$ cat src/rtl/core/lfpd_pkg.sv
`default_nettype none

package lfpd_pkg;

    localparam int unsigned BYTE_W    = 8;
    localparam int unsigned HEADER_W  = 16;
    localparam int unsigned LENGTH_W  = 24;
    localparam int unsigned CMD_W     = 16;
    localparam int unsigned SUM_W     = 16;
    localparam int unsigned STATUS_W  = 2;
    localparam int unsigned CFG_IDX_W = 1;

    // Configuration register indexes.
    localparam logic [CFG_IDX_W-1:0] REG_HEADER_WORD      = 1'd0;
    localparam logic [CFG_IDX_W-1:0] REG_MAX_FRAME_LENGTH = 1'd1;

    localparam logic [HEADER_W-1:0] HEADER_WORD_RESET      = 16'hFEFF;
    localparam logic [LENGTH_W-1:0] MAX_FRAME_LENGTH_RESET = 24'd65535;

    // The length field exceeds the payload byte count by four.
    localparam logic [LENGTH_W-1:0] LENGTH_OVERHEAD = 24'd4;

    localparam logic KIND_PAYLOAD   = 1'b0;
    localparam logic KIND_FRAME_END = 1'b1;

    localparam logic [STATUS_W-1:0] STATUS_GOOD         = 2'd0;
    localparam logic [STATUS_W-1:0] STATUS_SUM_MISMATCH = 2'd1;
    localparam logic [STATUS_W-1:0] STATUS_LENGTH_RANGE = 2'd2;

    localparam logic [1:0] IDX_FIRST = 2'd0;
    localparam logic [1:0] IDX_SECOND = 2'd1;
    localparam logic [1:0] IDX_THIRD = 2'd2;
    localparam logic [1:0] IDX_LAST = 2'd3;

    typedef enum logic [2:0] {
        PH_HUNT0,
        PH_HUNT1,
        PH_LENGTH,
        PH_CMD,
        PH_PAYLOAD,
        PH_SUMLO,
        PH_SUMHI
    } phase_t;

    typedef struct packed {
        logic [HEADER_W-1:0] header_word;
        logic [LENGTH_W-1:0] max_frame_length;
    } cfg_t;

    typedef struct packed {
        logic                out_kind;
        logic [BYTE_W-1:0]   payload_byte;
        logic [CMD_W-1:0]    command_code;
        logic [STATUS_W-1:0] frame_status;
        logic [LENGTH_W-1:0] payload_count;
    } result_t;

endpackage

`default_nettype wire

$ cat src/rtl/core/lfpd_ifs.sv
`default_nettype none

interface lfpd_byte_if;
    logic       valid;
    logic       ready;
    logic [7:0] rx_byte;

    modport source (output valid, output rx_byte, input ready);
    modport sink (input valid, input rx_byte, output ready);
endinterface

interface lfpd_result_if;
    logic        valid;
    logic        ready;
    logic        out_kind;
    logic [7:0]  payload_byte;
    logic [15:0] command_code;
    logic [1:0]  frame_status;
    logic [23:0] payload_count;

    modport source (
        output valid, output out_kind, output payload_byte, output command_code,
        output frame_status, output payload_count, input ready
    );
    modport sink (
        input valid, input out_kind, input payload_byte, input command_code,
        input frame_status, input payload_count, output ready
    );
endinterface

`default_nettype wire

$ cat src/rtl/core/lfpd_parser.sv
`default_nettype none

module lfpd_parser (
    input  wire logic                        clk,
    input  wire logic                        rst_n,
    input  wire logic                        accept,
    input  wire logic [lfpd_pkg::BYTE_W-1:0] rx_byte,
    input  wire lfpd_pkg::cfg_t              cfg,
    output logic                             res_valid,
    output lfpd_pkg::result_t                res
);

    lfpd_pkg::phase_t phase_reg, phase_next;
    logic [1:0]                      idx_reg, idx_next;
    logic [lfpd_pkg::LENGTH_W-1:0]   len_reg, len_next;
    logic [lfpd_pkg::CMD_W-1:0]      cmd_reg, cmd_next;
    logic [lfpd_pkg::LENGTH_W-1:0]   remaining_reg, remaining_next;
    logic [lfpd_pkg::SUM_W-1:0]      sum_reg, sum_next;
    logic [lfpd_pkg::BYTE_W-1:0]     sum_lo_reg, sum_lo_next;

    logic [lfpd_pkg::BYTE_W-1:0]     sync_lo;
    logic [lfpd_pkg::BYTE_W-1:0]     sync_hi;
    logic                            length_bad;
    logic [lfpd_pkg::LENGTH_W-1:0]   length_net;
    logic [lfpd_pkg::LENGTH_W-1:0]   remaining_dec;
    logic                            sum_match;

    assign sync_lo = cfg.header_word[7:0];
    assign sync_hi = cfg.header_word[15:8];

    // Only the lower three length bytes are kept; a non-zero top byte is
    // always beyond the largest allowed length.
    assign length_bad = (rx_byte != '0) || (len_reg < lfpd_pkg::LENGTH_OVERHEAD)
                        || (len_reg > cfg.max_frame_length);
    assign length_net    = len_reg - lfpd_pkg::LENGTH_OVERHEAD;
    assign remaining_dec = remaining_reg - 24'd1;
    assign sum_match     = ({rx_byte, sum_lo_reg} == sum_reg);

    always_comb
    begin
        phase_next = phase_reg;
        if (accept)
        begin
            unique case (phase_reg)
                lfpd_pkg::PH_HUNT0:
                begin
                    if (rx_byte == sync_lo)
                        phase_next = lfpd_pkg::PH_HUNT1;
                end
                lfpd_pkg::PH_HUNT1:
                begin
                    if (rx_byte == sync_hi)
                        phase_next = lfpd_pkg::PH_LENGTH;
                    else if (rx_byte != sync_lo)
                        phase_next = lfpd_pkg::PH_HUNT0;
                end
                lfpd_pkg::PH_LENGTH:
                begin
                    if (idx_reg == lfpd_pkg::IDX_LAST)
                        phase_next = length_bad ? lfpd_pkg::PH_HUNT0 : lfpd_pkg::PH_CMD;
                end
                lfpd_pkg::PH_CMD:
                begin
                    if (idx_reg == lfpd_pkg::IDX_SECOND)
                        phase_next = (remaining_reg == '0) ? lfpd_pkg::PH_SUMLO
                                                           : lfpd_pkg::PH_PAYLOAD;
                end
                lfpd_pkg::PH_PAYLOAD:
                begin
                    if (remaining_dec == '0)
                        phase_next = lfpd_pkg::PH_SUMLO;
                end
                lfpd_pkg::PH_SUMLO:
                    phase_next = lfpd_pkg::PH_SUMHI;
                lfpd_pkg::PH_SUMHI:
                    phase_next = lfpd_pkg::PH_HUNT0;
                default:
                    phase_next = lfpd_pkg::PH_HUNT0;
            endcase
        end
    end

    always_comb
    begin
        idx_next       = idx_reg;
        len_next       = len_reg;
        cmd_next       = cmd_reg;
        remaining_next = remaining_reg;
        sum_next       = sum_reg;
        sum_lo_next    = sum_lo_reg;
        res_valid      = 1'b0;
        res            = '0;
        if (accept)
        begin
            unique case (phase_reg)
                lfpd_pkg::PH_HUNT0:
                begin
                end
                lfpd_pkg::PH_HUNT1:
                begin
                    if (rx_byte == sync_hi)
                    begin
                        idx_next = lfpd_pkg::IDX_FIRST;
                        sum_next = '0;
                    end
                end
                lfpd_pkg::PH_LENGTH:
                begin
                    idx_next = idx_reg + 2'd1;
                    case (idx_reg)
                        lfpd_pkg::IDX_FIRST:  len_next[7:0]   = rx_byte;
                        lfpd_pkg::IDX_SECOND: len_next[15:8]  = rx_byte;
                        lfpd_pkg::IDX_THIRD:  len_next[23:16] = rx_byte;
                        default:
                        begin
                            idx_next       = lfpd_pkg::IDX_FIRST;
                            remaining_next = length_net;
                            if (length_bad)
                            begin
                                res_valid         = 1'b1;
                                res.out_kind      = lfpd_pkg::KIND_FRAME_END;
                                res.frame_status  = lfpd_pkg::STATUS_LENGTH_RANGE;
                            end
                        end
                    endcase
                end
                lfpd_pkg::PH_CMD:
                begin
                    if (idx_reg == lfpd_pkg::IDX_FIRST)
                    begin
                        cmd_next[7:0] = rx_byte;
                        idx_next      = lfpd_pkg::IDX_SECOND;
                    end
                    else
                    begin
                        cmd_next[15:8] = rx_byte;
                        idx_next       = lfpd_pkg::IDX_FIRST;
                    end
                end
                lfpd_pkg::PH_PAYLOAD:
                begin
                    sum_next         = sum_reg + lfpd_pkg::SUM_W'(rx_byte);
                    remaining_next   = remaining_dec;
                    res_valid        = 1'b1;
                    res.out_kind     = lfpd_pkg::KIND_PAYLOAD;
                    res.payload_byte = rx_byte;
                    res.command_code = cmd_reg;
                end
                lfpd_pkg::PH_SUMLO:
                    sum_lo_next = rx_byte;
                lfpd_pkg::PH_SUMHI:
                begin
                    res_valid         = 1'b1;
                    res.out_kind      = lfpd_pkg::KIND_FRAME_END;
                    res.command_code  = cmd_reg;
                    res.frame_status  = sum_match ? lfpd_pkg::STATUS_GOOD
                                                  : lfpd_pkg::STATUS_SUM_MISMATCH;
                    res.payload_count = length_net;
                    sum_next          = '0;
                end
                default:
                begin
                    idx_next = lfpd_pkg::IDX_FIRST;
                    sum_next = '0;
                end
            endcase
        end
    end

    always_ff @(posedge clk or negedge rst_n)
    begin
        if (!rst_n)
        begin
            phase_reg     <= lfpd_pkg::PH_HUNT0;
            idx_reg       <= lfpd_pkg::IDX_FIRST;
            len_reg       <= '0;
            cmd_reg       <= '0;
            remaining_reg <= '0;
            sum_reg       <= '0;
            sum_lo_reg    <= '0;
        end
        else
        begin
            phase_reg     <= phase_next;
            idx_reg       <= idx_next;
            len_reg       <= len_next;
            cmd_reg       <= cmd_next;
            remaining_reg <= remaining_next;
            sum_reg       <= sum_next;
            sum_lo_reg    <= sum_lo_next;
        end
    end

endmodule

`default_nettype wire

$ cat src/rtl/core/lfpd_out_buf.sv
`default_nettype none

module lfpd_out_buf (
    input  wire logic              clk,
    input  wire logic              rst_n,
    input  wire logic              in_valid,
    input  wire lfpd_pkg::result_t in_data,
    output logic                   in_ready,
    output logic                   out_valid,
    output lfpd_pkg::result_t      out_data,
    input  wire logic              out_ready
);

    logic              main_valid_reg, main_valid_next;
    logic              skid_valid_reg, skid_valid_next;
    lfpd_pkg::result_t main_reg, main_next;
    lfpd_pkg::result_t skid_reg, skid_next;

    // The skid stage catches the transfer that arrives in the cycle the
    // receiver stalls, so ready upstream comes straight from a register.
    assign in_ready  = !skid_valid_reg;
    assign out_valid = main_valid_reg;
    assign out_data  = main_reg;

    always_comb
    begin
        main_valid_next = main_valid_reg;
        skid_valid_next = skid_valid_reg;
        main_next       = main_reg;
        skid_next       = skid_reg;
        if (!main_valid_reg || out_ready)
        begin
            if (skid_valid_reg)
            begin
                main_next       = skid_reg;
                main_valid_next = 1'b1;
                skid_valid_next = 1'b0;
            end
            else
            begin
                main_next       = in_data;
                main_valid_next = in_valid;
            end
        end
        else if (in_valid && !skid_valid_reg)
        begin
            skid_next       = in_data;
            skid_valid_next = 1'b1;
        end
    end

    always_ff @(posedge clk or negedge rst_n)
    begin
        if (!rst_n)
        begin
            main_valid_reg <= 1'b0;
            skid_valid_reg <= 1'b0;
        end
        else
        begin
            main_valid_reg <= main_valid_next;
            skid_valid_reg <= skid_valid_next;
        end
    end

    always_ff @(posedge clk)
    begin
        main_reg <= main_next;
        skid_reg <= skid_next;
    end

endmodule

`default_nettype wire

$ cat src/rtl/core/length_framed_packet_deframer_core.sv
// Length-framed packet deframer.
// Bytes of the received stream enter on the bytes channel, one per transfer.
// The block hunts for the sync word, reads a little-endian length and command,
// passes each payload byte to the results channel as it arrives and closes
// each frame with a frame-end result carrying the command, a status (good or
// sum mismatch) and the payload byte count, or with a length out of range
// status alone. A byte is taken in every cycle while the output has room:
// throughput is one byte per cycle, and each result is registered in a
// two-entry output stage. The field state machine and the 16-bit sum update
// in the cycle of the transfer. When the receiver stalls, the output stage
// fills and bytes ready falls once its skid entry is taken; nothing is lost.
// Reset loads the register defaults (sync word 0xFEFF, largest length 65535),
// empties the output stage and restarts the hunt. The write port takes
// header_word at index 0 and max_frame_length at index 1; the user must use it
// only while the block is idle, which the block itself does not enforce.
`default_nettype none

module length_framed_packet_deframer_core (
    input  wire logic                           clk,
    input  wire logic                           rst_n,
    lfpd_byte_if.sink                           bytes,
    lfpd_result_if.source                       results,
    input  wire logic                           cfg_we,
    input  wire logic [lfpd_pkg::CFG_IDX_W-1:0] cfg_index,
    input  wire logic [lfpd_pkg::LENGTH_W-1:0]  cfg_data
);

    lfpd_pkg::cfg_t    cfg_reg;
    logic              accept;
    logic              res_valid;
    lfpd_pkg::result_t res;
    logic              buf_ready;
    lfpd_pkg::result_t out_data;

    always_ff @(posedge clk or negedge rst_n)
    begin
        if (!rst_n)
        begin
            cfg_reg.header_word      <= lfpd_pkg::HEADER_WORD_RESET;
            cfg_reg.max_frame_length <= lfpd_pkg::MAX_FRAME_LENGTH_RESET;
        end
        else if (cfg_we)
        begin
            unique case (cfg_index)
                lfpd_pkg::REG_HEADER_WORD:
                    cfg_reg.header_word <= cfg_data[lfpd_pkg::HEADER_W-1:0];
                lfpd_pkg::REG_MAX_FRAME_LENGTH:
                    cfg_reg.max_frame_length <= cfg_data;
                default:
                begin
                end
            endcase
        end
    end

    assign bytes.ready = buf_ready;
    assign accept      = bytes.valid && buf_ready;

    lfpd_parser u_parser (
        .clk       (clk),
        .rst_n     (rst_n),
        .accept    (accept),
        .rx_byte   (bytes.rx_byte),
        .cfg       (cfg_reg),
        .res_valid (res_valid),
        .res       (res)
    );

    lfpd_out_buf u_out_buf (
        .clk       (clk),
        .rst_n     (rst_n),
        .in_valid  (res_valid),
        .in_data   (res),
        .in_ready  (buf_ready),
        .out_valid (results.valid),
        .out_data  (out_data),
        .out_ready (results.ready)
    );

    assign results.out_kind      = out_data.out_kind;
    assign results.payload_byte  = out_data.payload_byte;
    assign results.command_code  = out_data.command_code;
    assign results.frame_status  = out_data.frame_status;
    assign results.payload_count = out_data.payload_count;

endmodule

`default_nettype wire

$ cat src/flat_wrapper.sv
// flat-port wrapper written by rule: the top's interface ports become plain ports
module length_framed_packet_deframer_core_flat 
  (clk, rst_n, cfg_we, cfg_index, cfg_data, bytes_valid, bytes_rx_byte, bytes_ready, results_valid, results_out_kind, results_payload_byte, results_command_code, results_frame_status, results_payload_count, results_ready);
  lfpd_byte_if bytes_i ();
  lfpd_result_if results_i ();
  input  wire logic clk;
  input  wire logic rst_n;
  input  wire logic cfg_we;
  input  wire logic [lfpd_pkg::CFG_IDX_W-1:0] cfg_index;
  input  wire logic [lfpd_pkg::LENGTH_W-1:0] cfg_data;
  input wire logic [$bits(bytes_i.valid)-1:0] bytes_valid;
  input wire logic [$bits(bytes_i.rx_byte)-1:0] bytes_rx_byte;
  output wire logic [$bits(bytes_i.ready)-1:0] bytes_ready;
  output wire logic [$bits(results_i.valid)-1:0] results_valid;
  output wire logic [$bits(results_i.out_kind)-1:0] results_out_kind;
  output wire logic [$bits(results_i.payload_byte)-1:0] results_payload_byte;
  output wire logic [$bits(results_i.command_code)-1:0] results_command_code;
  output wire logic [$bits(results_i.frame_status)-1:0] results_frame_status;
  output wire logic [$bits(results_i.payload_count)-1:0] results_payload_count;
  input wire logic [$bits(results_i.ready)-1:0] results_ready;
  assign bytes_i.valid = bytes_valid;
  assign bytes_i.rx_byte = bytes_rx_byte;
  assign bytes_ready = bytes_i.ready;
  assign results_valid = results_i.valid;
  assign results_out_kind = results_i.out_kind;
  assign results_payload_byte = results_i.payload_byte;
  assign results_command_code = results_i.command_code;
  assign results_frame_status = results_i.frame_status;
  assign results_payload_count = results_i.payload_count;
  assign results_i.ready = results_ready;
  length_framed_packet_deframer_core u_core (.clk(clk), .rst_n(rst_n), .bytes(bytes_i), .results(results_i), .cfg_we(cfg_we), .cfg_index(cfg_index), .cfg_data(cfg_data));
endmodule
$ cat config.mk
export PLATFORM = sky130hd
export DESIGN_NAME = length_framed_packet_deframer_core_flat
export DESIGN_NICKNAME = d
export VERILOG_FILES = /design/src/rtl/core/lfpd_pkg.sv /design/src/rtl/core/lfpd_ifs.sv /design/src/rtl/core/lfpd_parser.sv /design/src/rtl/core/lfpd_out_buf.sv /design/src/rtl/core/length_framed_packet_deframer_core.sv /design/src/flat_wrapper.sv
export SDC_FILE = /design/constraint.sdc
export NUM_CORES = 1
export LEC_CHECK = 0
export BUFFER_PORTS_ARGS = -buffer_cell sky130_fd_sc_hd__buf_4
export CAP_MARGIN = 10
export CORE_MARGIN = 1.5
export CORE_UTILIZATION = 65
export CTS_CLUSTER_SIZE = 8
export DETAILED_ROUTE_END_ITERATION = 8
export PLACE_DENSITY = 0.85
export SLEW_MARGIN = 20
export SYNTH_ARGS = -nofsm -noshare
export SYNTH_HDL_FRONTEND = slang
export SYNTH_SLANG_ARGS = --single-unit
$ cat constraint.sdc
create_clock -name clk -period 11.8 [get_ports clk]
set_input_delay 0.59 -clock clk [delete_from_list [all_inputs] [get_ports clk]]
set_output_delay 0.59 -clock clk [all_outputs]
set_load 0.02 [all_outputs]
* Word-level counts from Yosys, hierarchy flattened
Index checks and enable logic that the tools add are counted.
** Storage, ports and cells
- Input port bits :: 38
- Output and inout bits :: 53
- Flip-flop bits (word level) :: 237
- Logic and storage cells :: 120
** Operators by class
- Add/subtract/negate cells :: 4
- Muxes and demuxes :: 34
- Reductions and logical operators :: 31
- $lt $le $gt $ge :: 2
- Equality and inequality tests :: 20
- Bitwise logic cells :: 5
** Operators with widths (count)
- $mux 51 :: 2
- $logic_not 24->1 :: 2
- $mux 24 :: 2
- $pmux 16 s3 :: 1
- $pmux 24 s2 :: 1
- $mux 16 :: 2
- $gt 24x24->1 :: 1
- $lt 24x3->1 const B :: 1
- $reduce_and 3->1 :: 8
- $sub 24x1->24 const B :: 1
- $sub 24x3->24 const B :: 1
- $mux 3 :: 6
- $pmux 3 s6 :: 1
- $add 16x8->16 :: 1
- $eq 16x16->1 :: 1
- $eq 8x8->1 :: 2
- $ne 2x2->1 const B :: 6
- $mux 2 :: 5
- $eq 3x3->1 const B :: 3
- $mux 1 :: 9
- $mux 8 :: 1
- $ne 8x8->1 :: 1
- $pmux 2 s4 :: 1
- $reduce_and 2->1 :: 4
- 20 further kinds :: 33

* Logic depth before layout (Yosys ltp)
- Depth after elaboration :: 10
- Depth in mapped cells :: 10
- Mapped depth without buffers :: 9

* By module
Synthesis repeated with hierarchy kept, for this count alone.
** Unflattened totals
- Cells, all modules :: 999
- Area, all modules :: 12313.1 sq um
** Modules (own cells, without submodules)
- lfpd_parser :: cells each 745, seq. area each 2327.2 sq um, times used 1, area an instance 6631.4 sq um
- lfpd_out_buf :: cells each 167, seq. area each 3113.0 sq um, times used 1, area an instance 3998.8 sq um
- length_framed_packet_deframer_core :: cells each 87, seq. area each 1039.7 sq um, times used 1, area an instance 1682.9 sq um

* Worst setup path after synthesis
No wires, ideal clock.
- Path type :: register to register
- From :: register u_core.u_parser.len_reg[2] (netlist name)
- To :: register u_core.u_out_buf.skid_reg[0] (netlist name) (enable)
- Arrival :: 4524 ps
- Slack :: 6800 ps
- Library setup time :: 476 ps
- Required time :: 11324 ps
- Path buffers :: 0
- Stages on the path, launching flop included :: 9
- Clock period less this slack :: 5000 ps
- Cells stage by stage :: dfrtp_1 inv_1 ha_1 or4b_2 nor2_1 and3_1 a21oi_1 a21o_1 a21oi_1
** On the way
- Longest elaborated chain between the ends :: 9
- Elaborated cells between the ends (all ways) :: 10
- Those cells by class :: order compare: 2; mux: 4; reduce/logical: 4
** Ends and longest elaborated chain
- start, declared :: line lfpd_parser.sv:15 : logic [lfpd_pkg::LENGTH_W-1:0] len_reg, len_next;
- start signal, assigned :: line lfpd_parser.sv:186 : len_reg <= len_next;
- $lt 24x3->1 :: line lfpd_parser.sv:33 : assign length_bad = (rx_byte != '0) || (len_reg < lfpd_pkg::LENGTH_OVERHEAD)
- $logic_or 1x1->1 :: line lfpd_parser.sv:33
- $logic_or 1x1->1 (*) :: line lfpd_parser.sv:34 : || (len_reg > cfg.max_frame_length);
- $mux 1 (*) :: line lfpd_parser.sv:118 : if (length_bad)
- $mux 1 (*) :: line lfpd_parser.sv:110 : case (idx_reg)
- $pmux 1 s2 (*) :: line lfpd_parser.sv:95 : unique case (phase_reg)
- $mux 1 (*) :: line lfpd_parser.sv:93 : if (accept)
- $logic_and 1x1->1 (*) :: line lfpd_out_buf.sv:45 : else if (in_valid && !skid_valid_reg)
- $reduce_and 2->1 (no line) (*)
- end signal, assigned :: line lfpd_out_buf.sv:69 : skid_reg <= skid_next;
- end, declared :: line lfpd_out_buf.sv:17 : lfpd_pkg::result_t skid_reg, skid_next;
Mark *: on every way between the ends. The rest lies on a longest branch, timed or not.
A chain may end at the register's enable or synchronous reset.

* Final worst setup path
- From :: register u_core.u_parser.len_reg[22] (netlist name)
- To :: register u_core.u_out_buf.skid_reg[19] (netlist name) (enable)
The elaborated chain is that of the path after synthesis.

==> flow_summary.json <==
{
  "synth_edf_count": 102,
  "synth_xor_area_share_pct": 5.08,
  "holdWs_ns": 0.179,
  "power_leakage_uw": 0.00651,
  "fp.dieH_um": 137,
  "antenna_found_initial": 0,
  "max-slew-margin-rel_pct": 34.0,
  "clkSinkCount": 237,
  "row_count": 48,
  "routed_via_density": 6.31,
  "drv_cap": 0,
  "place_area_um2": 12600,
  "synth_commonest_cells": "104 x dfrtp_1, 102 x edfxtp_1, 91 x nor2_1",
  "synth_mux_area_share_pct": 8.54,
  "nets": 1163,
  "syn_area_per_cell_um2": 11.8,
  "start_util_pct": 67.1,
  "clkTransAtPathRegs_ns": 0.05,
  "remaining_drc_errors": 0,
  "grtUsageTotal_pct": 30.8,
  "synth_top_family_by_area": "simple AND/OR/NAND/NOR gates",
  "synth.top_cell.area_share_pct": 26.1,
  "ys_types": 65,
  "first_pass_iters": 6,
  "io_pins": 91,
  "post-dp-hpwl_mm": 17.9,
  "ys_seq_area_share_pct": 55.2,
  "syn-cell-area_um2": 11700,
  "wl_mm": 27.8,
  "cts_buffers": 35,
  "ctsResizeCount": 0,
  "r2r_setup_slack_ns": 8.33,
  "cts_setup_buffers": 0,
  "cts_hold_buf": 0,
  "arrival_ns": 3.59,
  "synthAdderAreaFrac_pct": 4.44,
  "critical_path.max_stage_delay_ns": 0.56,
  "critPathRequiredTime_ns": 11.92,
  "synthSimpleGateAreaFrac_pct": 12.2,
  "hold_violations": 0,
  "tightest_slew_ns": 0.987,
  "fillers": 1057,
  "finalSetupViolations": 0,
  "final_antenna_net_count": 0,
  "core_um2": 17500,
  "dieWidth_um": 137,
  "start_kind": "flop",
  "netlist_instances": 997,
  "drive_gt1_share_pct": 25.0,
  "wire_per_inst_um": 20.8,
  "synth_area_leaders": "edfxtp_1 26%, dfrtp_1 22%, mux2_2 8.5%, dfstp_2 6.9%, ha_1 4.3%",
  "clk_latency_ns": 0.51,
  "diodes": 0,
  "cts.htree.levels": 2,
  "drv_slew": 0,
  "fin_crit_sh_pct": 29.4,
  "syn2layout_area_growth_pct": 16.0,
  "overflow": 0,
  "status": "completed",
  "grt_pass1_wl_mm": 44.1,
  "gp_congestion": 0.914,
  "stdcell_area_um2": 13600,
  "cpMaxStageDelayCell": "nor4_1",
  "vias": 8420,
  "portBuffers": 90,
  "period_needed_ns": 3.47,
  "grt_pass1_vias": 8398,
  "grt_max_degree": 75,
  "synth_area_leader_cell": "edfxtp_1",
  "finClkSkew_ns": 0.0224,
  "syn_nets": 1076,
  "path_class": "reg -> reg",
  "endpoint_kind": "flop",
  "clk_path_buf_depth": 3,
  "dr.first_iter.drc_count": 842,
  "synth-async-reset-ratio_pct": 57.0,
  "cp_max_fo": 51,
  "power_uw": 2190,
  "hp-class": "in -> async",
  "rsz0062_at_grt": "no",
  "tritoncts": "yes",
  "root_buffer": "clkbuf_16",
  "synthMostInstantiatedCell": "dfrtp_1",
  "die_area_um2": 18900,
  "ys_ff_latch": 237,
  "synthFlopType": "dfrtp_1",
  "finalSetupTns_ns": 0,
  "cp_cell_sequence": "ha_1, nand4_1, nor4_1, o31a_1, o21ai_0, a21o_1, a21oi_4, buf_4",
  "max_freq_mhz": 288,
  "yosysWarningCount": 0,
  "ir_drop_mv": 0.145,
  "synth-compound-area-share_pct": 11.6,
  "power_density_nw_per_um2": 161
}
[metal layers]
| layer | routed length, um | part of all wire (%) | track usage (%) | vias to the layer above |
|---|---|---|---|---|
| met5 | 0 | 0 | 0 | - |
| met4 | 678 | 2.4 | 10.0 | 0 |
| met3 | 1960 | 7.0 | 5.08 | 58 |
| met2 | 13900 | 50 | 52.3 | 381 |
| met1 | 11300 | 41 | 40.7 | 4150 |
| li1 | - | - | - | 3831 |
[worst max-delay path, delay by kind of cell (launching register included)]
kind,cells,cell delay (ns)
AOI/OAI and AO/OA,4,0.90
and+or+nand+nor,2,0.78
buffers and inverters,1,0.56
DFF,1,0.43
adders and majority gates,1,0.36
[cell families after synthesis]
| family | Yosys count |
|---|---|
| xor+xnor | 68 |
| mux | 89 |
| compound gates | 198 |
| flops | 237 |
| buf+inv | 86 |
| simple gates | 278 |
| fa+ha+maj | 41 |
[worst paths after layout]
check,from,cells after the start,to
min in group clk,cfg_data[17],2,u_core.cfg_reg[17]
hold reg to reg,u_core.u_parser.cmd_reg[10],1,u_core.u_parser.cmd_reg[10]
hold / removal,rst_n,1,u_core.u_parser.len_reg[0]
max in group asynchronous,rst_n,2,u_core.u_parser.remaining_reg[7]
setup / recovery,u_core.u_parser.len_reg[22],8,u_core.u_out_buf.skid_reg[19]
setup reg to reg,u_core.u_parser.len_reg[22],8,u_core.u_out_buf.skid_reg[19]
[per-stage QoR]
stage / instances / util (%) / worst slack (ns)
3_5_place_dp: 1272 / 72.0 / 8.43
3_3_place_gp: 1272 / 72.0 / 8.56
5_1_grt: 1335 / 77.8 / 8.18
6_report: 1335 / 77.8 / 8.33
2_1_floorplan: 997 / - / 6.80
4_1_cts: 1335 / 77.8 / 8.36
[cell usage in the layout (no fill, tap or decap), types with 6 or more instances in the layout]
cell type,instances
a21oi_1,38
nor4_1,19
xnor2_1,55
clkbuf_16,36
nor3_1,16
buf_4,100
and3_1,6
a21o_1,52
or3_1,11
nand4_1,12
nand3_1,11
ha_1,40
o21ai_0,34
or4_1,8
nand2_1,44
inv_1,36
edfxtp_1,102
dfrtp_1,104
dfstp_2,31
a22o_1,12
clkbuf_1,24
xor2_1,13
o22a_1,7
and2_1,24
nor2_1,90
mux2_2,89
[where the power goes]
part / internal [uW] / total [uW] / switching, uW
Combinational: 131 / 307 / 177
Clock: 568 / 917 / 349
Sequential: 913 / 965 / 52.2
[cell type report]
class / count / area (um2) / share of cell area (%)
Clock inverter: 3 / 30.0 / 0.221
Timing Repair Buffer: 100 / 751 / 5.52
Tap cell: 225 / 282 / 2.07
Inverter: 36 / 135 / 0.993
Multi-Input combinational cell: 674 / 4930 / 36.3
Clock buffer: 60 / 991 / 7.28
Sequential cell: 237 / 6480 / 47.6
No activity file was read; power rests on OpenSTA's default activity.
